<file path="config.mk">
export PLATFORM = sky130hd
export DESIGN_NAME = button_debounce_long_press_top_flat
export DESIGN_NICKNAME = d
export VERILOG_FILES = /design/src/sv/bdlp_pkg.sv /design/src/sv/bdlp_if.sv /design/src/sv/bdlp_cfg.sv /design/src/sv/bdlp_core.sv /design/src/sv/button_debounce_long_press_top.sv /design/src/flat_wrapper.sv
export VERILOG_INCLUDE_DIRS = /design/src /design/src/sv
export SDC_FILE = /design/constraint.sdc
export NUM_CORES = 1
export LEC_CHECK = 0
export BUFFER_PORTS_ARGS = -buffer_cell sky130_fd_sc_hd__buf_2
export CAP_MARGIN = 20
export CORE_ASPECT_RATIO = 1.2
export CORE_MARGIN = 2
export CORE_UTILIZATION = 60
export DETAILED_ROUTE_END_ITERATION = 10
export HOLD_SLACK_MARGIN = 0.08
export MAX_ROUTING_LAYER = met4
export PLACE_DENSITY = 0.85
export SYNTH_ARGS = -nofsm -noshare
export SYNTH_HDL_FRONTEND = slang
export SYNTH_SLANG_ARGS = --single-unit
</file>
<file path="constraint.sdc">
create_clock -name clk_i -period 21 [get_ports clk_i]
set_input_delay 4.2 -clock clk_i [delete_from_list [all_inputs] [get_ports clk_i]]
set_output_delay 4.2 -clock clk_i [all_outputs]
set_load 0.005 [all_outputs]
</file>
<file path="src/sv/assert_macros.svh">
`ifndef ASSERT_MACROS_SVH
`define ASSERT_MACROS_SVH

// checked only while out of reset
`define BDLP_ASSERT(lbl, prop, msg) \
  lbl: assert property (@(posedge clk_i) disable iff (!rst_ni) prop) else $error(msg);

// checked on every edge, reset included
`define BDLP_ASSERT_ALWAYS(lbl, prop, msg) \
  lbl: assert property (@(posedge clk_i) prop) else $error(msg);

`endif

</file>
<file path="src/sv/bdlp_pkg.sv">
package bdlp_pkg;

  localparam int unsigned TimeW   = 32;
  localparam int unsigned DelayW  = 16;
  localparam int unsigned AddrW   = 4;
  localparam int unsigned DataW   = 32;

  localparam logic [DelayW-1:0] DebounceReset  = 16'd20;
  localparam logic [DelayW-1:0] LongPressReset = 16'd1000;
  localparam logic              ActiveHighReset = 1'b0;

  typedef enum logic [1:0] {
    REG_DEBOUNCE   = 2'd0,
    REG_LONG_PRESS = 2'd1,
    REG_ACTIVE     = 2'd2,
    REG_NONE       = 2'd3
  } reg_idx_e;

  typedef struct packed {
    logic [DelayW-1:0] debounce_time;
    logic [DelayW-1:0] long_press_time;
    logic              active_high;
  } cfg_t;

endpackage

</file>
<file path="src/sv/bdlp_if.sv">
interface bdlp_in_if;
  logic        valid;
  logic        ready;
  logic        pin_level;
  logic [31:0] now_time;

  modport source(output valid, pin_level, now_time, input ready);
  modport sink(input valid, pin_level, now_time, output ready);
endinterface

interface bdlp_out_if;
  logic valid;
  logic ready;
  logic press_event;
  logic release_event;
  logic long_event;

  modport source(output valid, press_event, release_event, long_event, input ready);
  modport sink(input valid, press_event, release_event, long_event, output ready);
endinterface

</file>
<file path="src/sv/bdlp_cfg.sv">
module bdlp_cfg (
  input  logic                         clk_i,
  input  logic                         rst_ni,
  input  logic                         psel,
  input  logic                         penable,
  input  logic                         pwrite,
  input  logic [bdlp_pkg::AddrW-1:0]   paddr,
  input  logic [bdlp_pkg::DataW-1:0]   pwdata,
  output logic [bdlp_pkg::DataW-1:0]   prdata,
  output logic                         pready,
  output bdlp_pkg::cfg_t               cfg_o
);
  import bdlp_pkg::*;

  cfg_t     cfg_q;
  reg_idx_e idx;
  logic     wr_en;

  assign idx    = reg_idx_e'(paddr[3:2]);
  assign wr_en  = psel && penable && pwrite;
  assign pready = 1'b1;
  assign cfg_o  = cfg_q;

  always_ff @(posedge clk_i or negedge rst_ni) begin
    if (!rst_ni) begin
      cfg_q.debounce_time   <= DebounceReset;
      cfg_q.long_press_time <= LongPressReset;
      cfg_q.active_high     <= ActiveHighReset;
    end else if (wr_en) begin
      unique case (idx)
        REG_DEBOUNCE:   cfg_q.debounce_time   <= pwdata[DelayW-1:0];
        REG_LONG_PRESS: cfg_q.long_press_time <= pwdata[DelayW-1:0];
        REG_ACTIVE:     cfg_q.active_high     <= pwdata[0];
        default: ;
      endcase
    end
  end

  always_comb begin
    prdata = '0;
    unique case (idx)
      REG_DEBOUNCE:   prdata = {{(DataW-DelayW){1'b0}}, cfg_q.debounce_time};
      REG_LONG_PRESS: prdata = {{(DataW-DelayW){1'b0}}, cfg_q.long_press_time};
      REG_ACTIVE:     prdata = {{(DataW-1){1'b0}}, cfg_q.active_high};
      default:        prdata = '0;
    endcase
  end

endmodule

</file>
<file path="src/sv/bdlp_core.sv">
`include "assert_macros.svh"

module bdlp_core (
  input  logic           clk_i,
  input  logic           rst_ni,
  input  bdlp_pkg::cfg_t cfg_i,
  bdlp_in_if.sink        in_ch,
  bdlp_out_if.source     out_ch
);
  import bdlp_pkg::*;

  // input register
  logic              in_valid_q, in_valid_d;
  logic              in_pin_q;
  logic [TimeW-1:0]  in_time_q;

  // button state
  logic              prev_level_q, prev_level_d;
  logic [TimeW-1:0]  change_time_q, change_time_d;
  logic              stable_level_q, stable_level_d;
  logic [TimeW-1:0]  press_time_q, press_time_d;
  logic              long_done_q, long_done_d;

  // result register
  logic              out_valid_q, out_valid_d;
  logic              press_q, release_q, long_q;

  logic              in_xfer, adv;
  logic              level, stab_chg, press_d, release_d, long_d;
  logic [TimeW-1:0]  held_time, since_press;

  assign adv     = in_valid_q && (!out_valid_q || out_ch.ready);
  assign in_xfer = in_ch.valid && in_ch.ready;
  assign in_ch.ready = !in_valid_q || adv;

  always_comb begin
    level        = (in_pin_q == cfg_i.active_high);
    prev_level_d = level;
    // a level change restarts the debounce timer
    change_time_d = (level != prev_level_q) ? in_time_q : change_time_q;
    held_time     = in_time_q - change_time_d;
    stab_chg      = (held_time >= {{(TimeW-DelayW){1'b0}}, cfg_i.debounce_time})
                    && (stable_level_q != level);
    press_d        = stab_chg && level;
    release_d      = stab_chg && !level;
    stable_level_d = stab_chg ? level : stable_level_q;
    press_time_d   = press_d ? in_time_q : press_time_q;
    since_press    = in_time_q - press_time_d;
    long_d = stable_level_d && !(long_done_q && !press_d)
             && (since_press >= {{(TimeW-DelayW){1'b0}}, cfg_i.long_press_time});
    long_done_d = long_d || (long_done_q && !press_d);
  end

  always_comb begin
    in_valid_d = in_valid_q;
    if (in_xfer) begin
      in_valid_d = 1'b1;
    end else if (adv) begin
      in_valid_d = 1'b0;
    end
    out_valid_d = out_valid_q;
    if (adv) begin
      out_valid_d = 1'b1;
    end else if (out_ch.ready) begin
      out_valid_d = 1'b0;
    end
  end

  always_ff @(posedge clk_i or negedge rst_ni) begin
    if (!rst_ni) begin
      in_valid_q     <= 1'b0;
      out_valid_q    <= 1'b0;
      prev_level_q   <= 1'b0;
      change_time_q  <= '0;
      stable_level_q <= 1'b0;
      press_time_q   <= '0;
      long_done_q    <= 1'b0;
      press_q        <= 1'b0;
      release_q      <= 1'b0;
      long_q         <= 1'b0;
    end else begin
      in_valid_q  <= in_valid_d;
      out_valid_q <= out_valid_d;
      if (adv) begin
        prev_level_q   <= prev_level_d;
        change_time_q  <= change_time_d;
        stable_level_q <= stable_level_d;
        press_time_q   <= press_time_d;
        long_done_q    <= long_done_d;
        press_q        <= press_d;
        release_q      <= release_d;
        long_q         <= long_d;
      end
    end
  end

  always_ff @(posedge clk_i) begin
    if (in_xfer) begin
      in_pin_q  <= in_ch.pin_level;
      in_time_q <= in_ch.now_time;
    end
  end

  assign out_ch.valid         = out_valid_q;
  assign out_ch.press_event   = press_q;
  assign out_ch.release_event = release_q;
  assign out_ch.long_event    = long_q;

  `BDLP_ASSERT_ALWAYS(a_no_press_and_release, !(press_q && release_q), "press and release together")
  `BDLP_ASSERT(a_release_state, out_valid_q && release_q |-> !stable_level_q, "release but pressed")
  `BDLP_ASSERT(a_long_state, out_valid_q && long_q |-> long_done_q && stable_level_q, "long state")
  `BDLP_ASSERT(a_adv_result, adv |=> out_valid_q, "processed item lost its result")
  `BDLP_ASSERT(a_long_once, adv && long_done_q && !press_d |-> !long_d, "long press repeated")

endmodule

</file>
<file path="src/sv/button_debounce_long_press_top.sv">
// an item passes the input register and then the result register before its result can be transferred
// throughput: one item per cycle while results are taken, set by the single-pass update of the button state
// the result register lets the next item enter while a result waits to be taken
// reset (rst_ni low, asynchronous) clears all state as though initialized at time 0
// and loads the register defaults: debounce 20 ms, long press 1000 ms, active low
module button_debounce_long_press_top (
  input  logic                        clk_i,
  input  logic                        rst_ni,
  bdlp_in_if.sink                     in_ch,
  bdlp_out_if.source                  out_ch,
  input  logic                        psel,
  input  logic                        penable,
  input  logic                        pwrite,
  input  logic [bdlp_pkg::AddrW-1:0]  paddr,
  input  logic [bdlp_pkg::DataW-1:0]  pwdata,
  output logic [bdlp_pkg::DataW-1:0]  prdata,
  output logic                        pready
);
  import bdlp_pkg::*;

  cfg_t cfg;

  bdlp_cfg u_cfg (
    .clk_i   (clk_i),
    .rst_ni  (rst_ni),
    .psel    (psel),
    .penable (penable),
    .pwrite  (pwrite),
    .paddr   (paddr),
    .pwdata  (pwdata),
    .prdata  (prdata),
    .pready  (pready),
    .cfg_o   (cfg)
  );

  bdlp_core u_core (
    .clk_i  (clk_i),
    .rst_ni (rst_ni),
    .cfg_i  (cfg),
    .in_ch  (in_ch),
    .out_ch (out_ch)
  );

endmodule

</file>
<file path="src/flat_wrapper.sv">
// flat-port wrapper written by rule: the top's interface ports become plain ports
module button_debounce_long_press_top_flat import bdlp_pkg::*;
  (clk_i, rst_ni, psel, penable, pwrite, paddr, pwdata, prdata, pready, in_ch_valid, in_ch_pin_level, in_ch_now_time, in_ch_ready, out_ch_valid, out_ch_press_event, out_ch_release_event, out_ch_long_event, out_ch_ready);
  bdlp_in_if in_ch_i ();
  bdlp_out_if out_ch_i ();
  input  logic clk_i;
  input  logic rst_ni;
  input  logic psel;
  input  logic penable;
  input  logic pwrite;
  input  logic [bdlp_pkg::AddrW-1:0] paddr;
  input  logic [bdlp_pkg::DataW-1:0] pwdata;
  output logic [bdlp_pkg::DataW-1:0] prdata;
  output logic pready;
  input wire logic [$bits(in_ch_i.valid)-1:0] in_ch_valid;
  input wire logic [$bits(in_ch_i.pin_level)-1:0] in_ch_pin_level;
  input wire logic [$bits(in_ch_i.now_time)-1:0] in_ch_now_time;
  output wire logic [$bits(in_ch_i.ready)-1:0] in_ch_ready;
  output wire logic [$bits(out_ch_i.valid)-1:0] out_ch_valid;
  output wire logic [$bits(out_ch_i.press_event)-1:0] out_ch_press_event;
  output wire logic [$bits(out_ch_i.release_event)-1:0] out_ch_release_event;
  output wire logic [$bits(out_ch_i.long_event)-1:0] out_ch_long_event;
  input wire logic [$bits(out_ch_i.ready)-1:0] out_ch_ready;
  assign in_ch_i.valid = in_ch_valid;
  assign in_ch_i.pin_level = in_ch_pin_level;
  assign in_ch_i.now_time = in_ch_now_time;
  assign in_ch_ready = in_ch_i.ready;
  assign out_ch_valid = out_ch_i.valid;
  assign out_ch_press_event = out_ch_i.press_event;
  assign out_ch_release_event = out_ch_i.release_event;
  assign out_ch_long_event = out_ch_i.long_event;
  assign out_ch_i.ready = out_ch_ready;
  button_debounce_long_press_top u_core (.clk_i(clk_i), .rst_ni(rst_ni), .in_ch(in_ch_i), .out_ch(out_ch_i), .psel(psel), .penable(penable), .pwrite(pwrite), .paddr(paddr), .pwdata(pwdata), .prdata(prdata), .pready(pready));
endmodule
</file>
==> summary.md <==
| Metric | Value |
|---|---|
| Number of buffers and inverters on the critical path | `2` |
| Highest cell delay on the worst timing path | `0.56 ns` |
| Highest clock rate | `82.4 MHz` |
| Count of warnings emitted by yosys | `0` |
| Main flop type after synthesis | `sky130_fd_sc_hd__dfrtp_1` |
| Number of clock sinks seen by CTS | `138` |
| Internal power | `981 uW` |
| Synth top area cells | `sky130_fd_sc_hd__dfrtp_1 22%, sky130_fd_sc_hd__ha_1 9.1%, sky130_fd_sc_hd__edfxtp_1 8.9%` |
| Maximum fanout along the worst path | `34` |
| Final cell count without fillers | `1,550` |
| WL final | `29.3 mm` |
| Clock transition at the registers of the reported paths | `0.06 ns` |
| Comb pwr share | `0.611` |
| Initial Util | `0.613` |
| Summed negative setup slack over all endpoints | `0 ns` |
| Post-cts gate resize count | `0` |
| Setup Skew | `0.00849 ns` |
| Antenna diode instance count | `0` |
| Proportion of power drawn by flip-flops and latches | `0.237` |
| Vertical die dimension | `153 um` |
| Average footprint of a synthesized cell | `8.85 um^2` |
| Class of the worst hold path | `reg -> reg` |
| Number of synthesized register bits | `138` |
| Nets | `1,471` |
| Horizontal die dimension | `129 um` |
| Placed Cells | `1,518` |
| Hold buffer count at CTS | `0` |
| Biggest area consumer among synthesized cells | `sky130_fd_sc_hd__dfrtp_1` |
| Setup Buffers After CTS | `0` |
| Standby leakage power | `0.00550 uW` |
| Result of the run | `finished clean` |
| Switching power as a share of total power | `0.462` |
| Clock insertion delay at the later pin of the skew report | `0.43 ns` |
| Clock Tree Root | `sky130_fd_sc_hd__clkbuf_16` |
| Sequential area share after synthesis | `0.325` |
| Setup slack at placement | `9.21 ns` |
| Final Hold Vio Count | `0` |
| Port Buffer Count | `78` |
| Worst-case setup margin in the final layout | `8.87 ns` |
| Final period util | `0.578` |
| Global-route usage over all layers | `0.307` |
| Post-detailed-placement cell area | `11,600 um^2` |
| Utilization after layout | `0.666` |
| Fraction of final layout cells with drive strength greater than 1 | `0.154` |
| Netlist area before placement | `11,200 um^2` |
| Initial DRT Pass Iterations | `5` |
| Worst slew margin relative to its limit | `0.372` |
| Critical Path Source Type | `register` |
| Maximum resistive drop on vdd | `0.0000766 V` |
| Congestion Overflow GR | `0` |
| H-tree depth reported by CTS | `4` |
| Total power divided by cell area | `150 nW/um^2` |
| HPWL reported at the end of detailed placement | `22.4 mm` |
| Count of standard-cell rows | `54` |
| Most frequent cells after synthesis | `110 x sky130_fd_sc_hd__nand2_1, 110 x sky130_fd_sc_hd__o21ai_0, 98 x sky130_fd_sc_hd__a21oi_1` |
| RSZ-0062 raised after global routing | `false` |
| Count of unresolved DRC violations after routing | `0` |
| Minimum clock period after layout | `12.13 ns` |
| Setup crit end kind | `register` |
| Proportion of register bits with asynchronous set or reset after synthesis | `0.761` |
| Worst-case clock buffer depth | `2` |
| TritonCTS Buffers | `17` |
| Max-cap viol count | `0` |
| Mean number of vias per cell | `6.33` |
| Number of ports placed on the die boundary | `114` |
| Clock tree from TritonCTS | `yes` |
| Via count of the first global-routing pass | `9,491` |
| Final setup vio count | `0` |
| Cell family contributing the most delay on the critical path | `compound AO/OA/AOI/OAI gates` |
| Category of the most critical setup path | `reg -> reg` |
| Routed len/inst | `18.9 um` |
| DIE AREA | `19,700 um^2` |
| Part of the power in the clock network | `0.152` |
| Cell type of the slowest stage on the worst timing path | `sky130_fd_sc_hd__o41ai_1` |
| Area Growth Syn to Fin | `8.68%` |
| DRT antenna net count | `0` |
| Data arrival at the endpoint of the critical path | `12.42 ns` |
| Core Area | `18,200 um^2` |
| Max-slew violation count | `0` |
| Antenna violations before repair | `0` |
| Slew at the pin with the worst max-slew slack | `0.942 ns` |
| First-pass GRT wire length | `47.0 mm` |
| Switching power total | `841 uW` |
| Top cell by count, worst path | `sky130_fd_sc_hd__o21ai_0` |
| Post-route cell area | `12,100 um^2` |
| Total number of vias | `9,808` |
| Data required time of the critical path | `21.29 ns` |
| GP Congestion | `1.02` |
| Number of unique standard cell types used by synthesis | `91` |
| Cell count after synthesis | `1,263` |
| 1st-iter DRT viols | `617` |
| Pin count of the biggest net entering global routing | `59` |
| Area share of the largest cell type after synthesis | `0.217` |
| Number of synthesized flops with an enable pin | `33` |
placed cells by master (no fill, tap or decap), types with 9 or more instances in the layout:
master / count
sky130_fd_sc_hd__edfxtp_1: 33
sky130_fd_sc_hd__o211ai_1: 13
sky130_fd_sc_hd__inv_1: 72
sky130_fd_sc_hd__xor2_1: 21
sky130_fd_sc_hd__mux2_2: 54
sky130_fd_sc_hd__o21a_1: 11
sky130_fd_sc_hd__and3_1: 12
sky130_fd_sc_hd__nand4_1: 9
sky130_fd_sc_hd__nor3_1: 16
sky130_fd_sc_hd__clkbuf_16: 17
sky130_fd_sc_hd__or3_1: 10
sky130_fd_sc_hd__a211oi_1: 15
sky130_fd_sc_hd__mux2i_1: 62
sky130_fd_sc_hd__a21o_1: 34
sky130_fd_sc_hd__a31oi_1: 13
sky130_fd_sc_hd__nor2_1: 78
sky130_fd_sc_hd__nand2b_1: 29
sky130_fd_sc_hd__nor2b_1: 18
sky130_fd_sc_hd__dfrtp_1: 97
sky130_fd_sc_hd__xnor2_1: 23
sky130_fd_sc_hd__a21oi_1: 98
sky130_fd_sc_hd__conb_1: 17
sky130_fd_sc_hd__maj3_1: 9
sky130_fd_sc_hd__ha_1: 81
sky130_fd_sc_hd__nand2_1: 109
sky130_fd_sc_hd__o21ai_0: 110
sky130_fd_sc_hd__buf_2: 77
sky130_fd_sc_hd__nand3_1: 31
worst register-to-register path, delay by kind of cell (launching register included):
family | cells | cell delay [ns]
AOI/OAI and AO/OA | 30 | 6.40
xor gates and xnor gates | 2 | 0.57
adders and majority gates | 5 | 1.36
buffers and inverters | 2 | 0.48
DFF | 1 | 0.46
and+or+nand+nor | 11 | 2.76
registers in the layout, indices dropped and copies added, names as in the netlist, 32 cells and up:
| register | count |
|---|---|
| u_core.u_cfg.cfg_o | 33 |
| u_core.u_core.change_time_q | 32 |
| u_core.u_core.in_time_q | 32 |
| u_core.u_core.press_time_q | 32 |
power by group through the flow:
| stage | logic [uW] | registers, uW | clock network, uW |
|---|---|---|---|
| after global routing | 1240 | 442 | 289 |
| after global placement | 1060 | 427 | 0 |
| final | 1110 | 432 | 277 |
| after floorplan | 857 | 410 | 0 |
| after detailed placement | 1090 | 435 | 0 |
| after CTS | 1100 | 430 | 277 |
routing by layer:
metal,vias to the layer above,GRT usage,share of wire
met5,-,-,0
met4,0,0.148,0.042
met1,4670,0.353,0.41
li1,4679,-,-
met3,86,0.0400,0.050
met2,373,0.528,0.50
kinds of logic after synthesis:
kind of cell	after synthesis	synth area share
AO/OA/AOI/OAI	380	0.218
other	2	0.000672
multiplexers	116	0.110
flip-flops	138	0.325
XOR/XNOR	46	0.0387
AND/OR/NAND/NOR	348	0.151
buffers and inverters	141	0.0554
adder cells (fa/ha/maj)	92	0.102
stage by stage:
| stage | hold WS (ns) | power (uW) |
|---|---|---|
| 5_1_grt | 0.504 | 1970 |
| 3_3_place_gp | 0.463 | 1490 |
| 3_5_place_dp | 0.470 | 1520 |
| 2_1_floorplan | 0.449 | 1270 |
| 6_report | 0.482 | 1820 |
| 4_1_cts | 0.484 | 1800 |
path summary, 6_finish.rpt:
check / cells past startpoint / start / slack, ns / end
min: 2 / u_core.u_core.change_time_q[19] / 0.48 / u_core.u_core.change_time_q[19]
min in group asynchronous: 1 / rst_ni / 3.85 / u_core.u_cfg.cfg_o[2]
max: 50 / u_core.u_cfg.cfg_o[0] / 8.87 / u_core.u_core.long_done_q
max reg2reg: 50 / u_core.u_cfg.cfg_o[0] / 8.87 / u_core.u_core.long_done_q
max in group asynchronous: 2 / rst_ni / 16.04 / u_core.u_core.press_time_q[28]
min reg2reg: 2 / u_core.u_core.change_time_q[19] / 0.48 / u_core.u_core.change_time_q[19]
layout make-up:
| type | instances | area, um^2 |
|---|---|---|
| Multi-Input combinational cell | 999 | 6990 |
| Clock buffer | 20 | 437 |
| Clock inverter | 12 | 91.3 |
| Timing Repair Buffer | 85 | 445 |
| Inverter | 72 | 270 |
| Sequential cell | 138 | 3630 |
| Tap cell | 224 | 280 |
| Fill cell | 1533 | 6100 |
No activity file was read; power rests on OpenSTA's default activity.
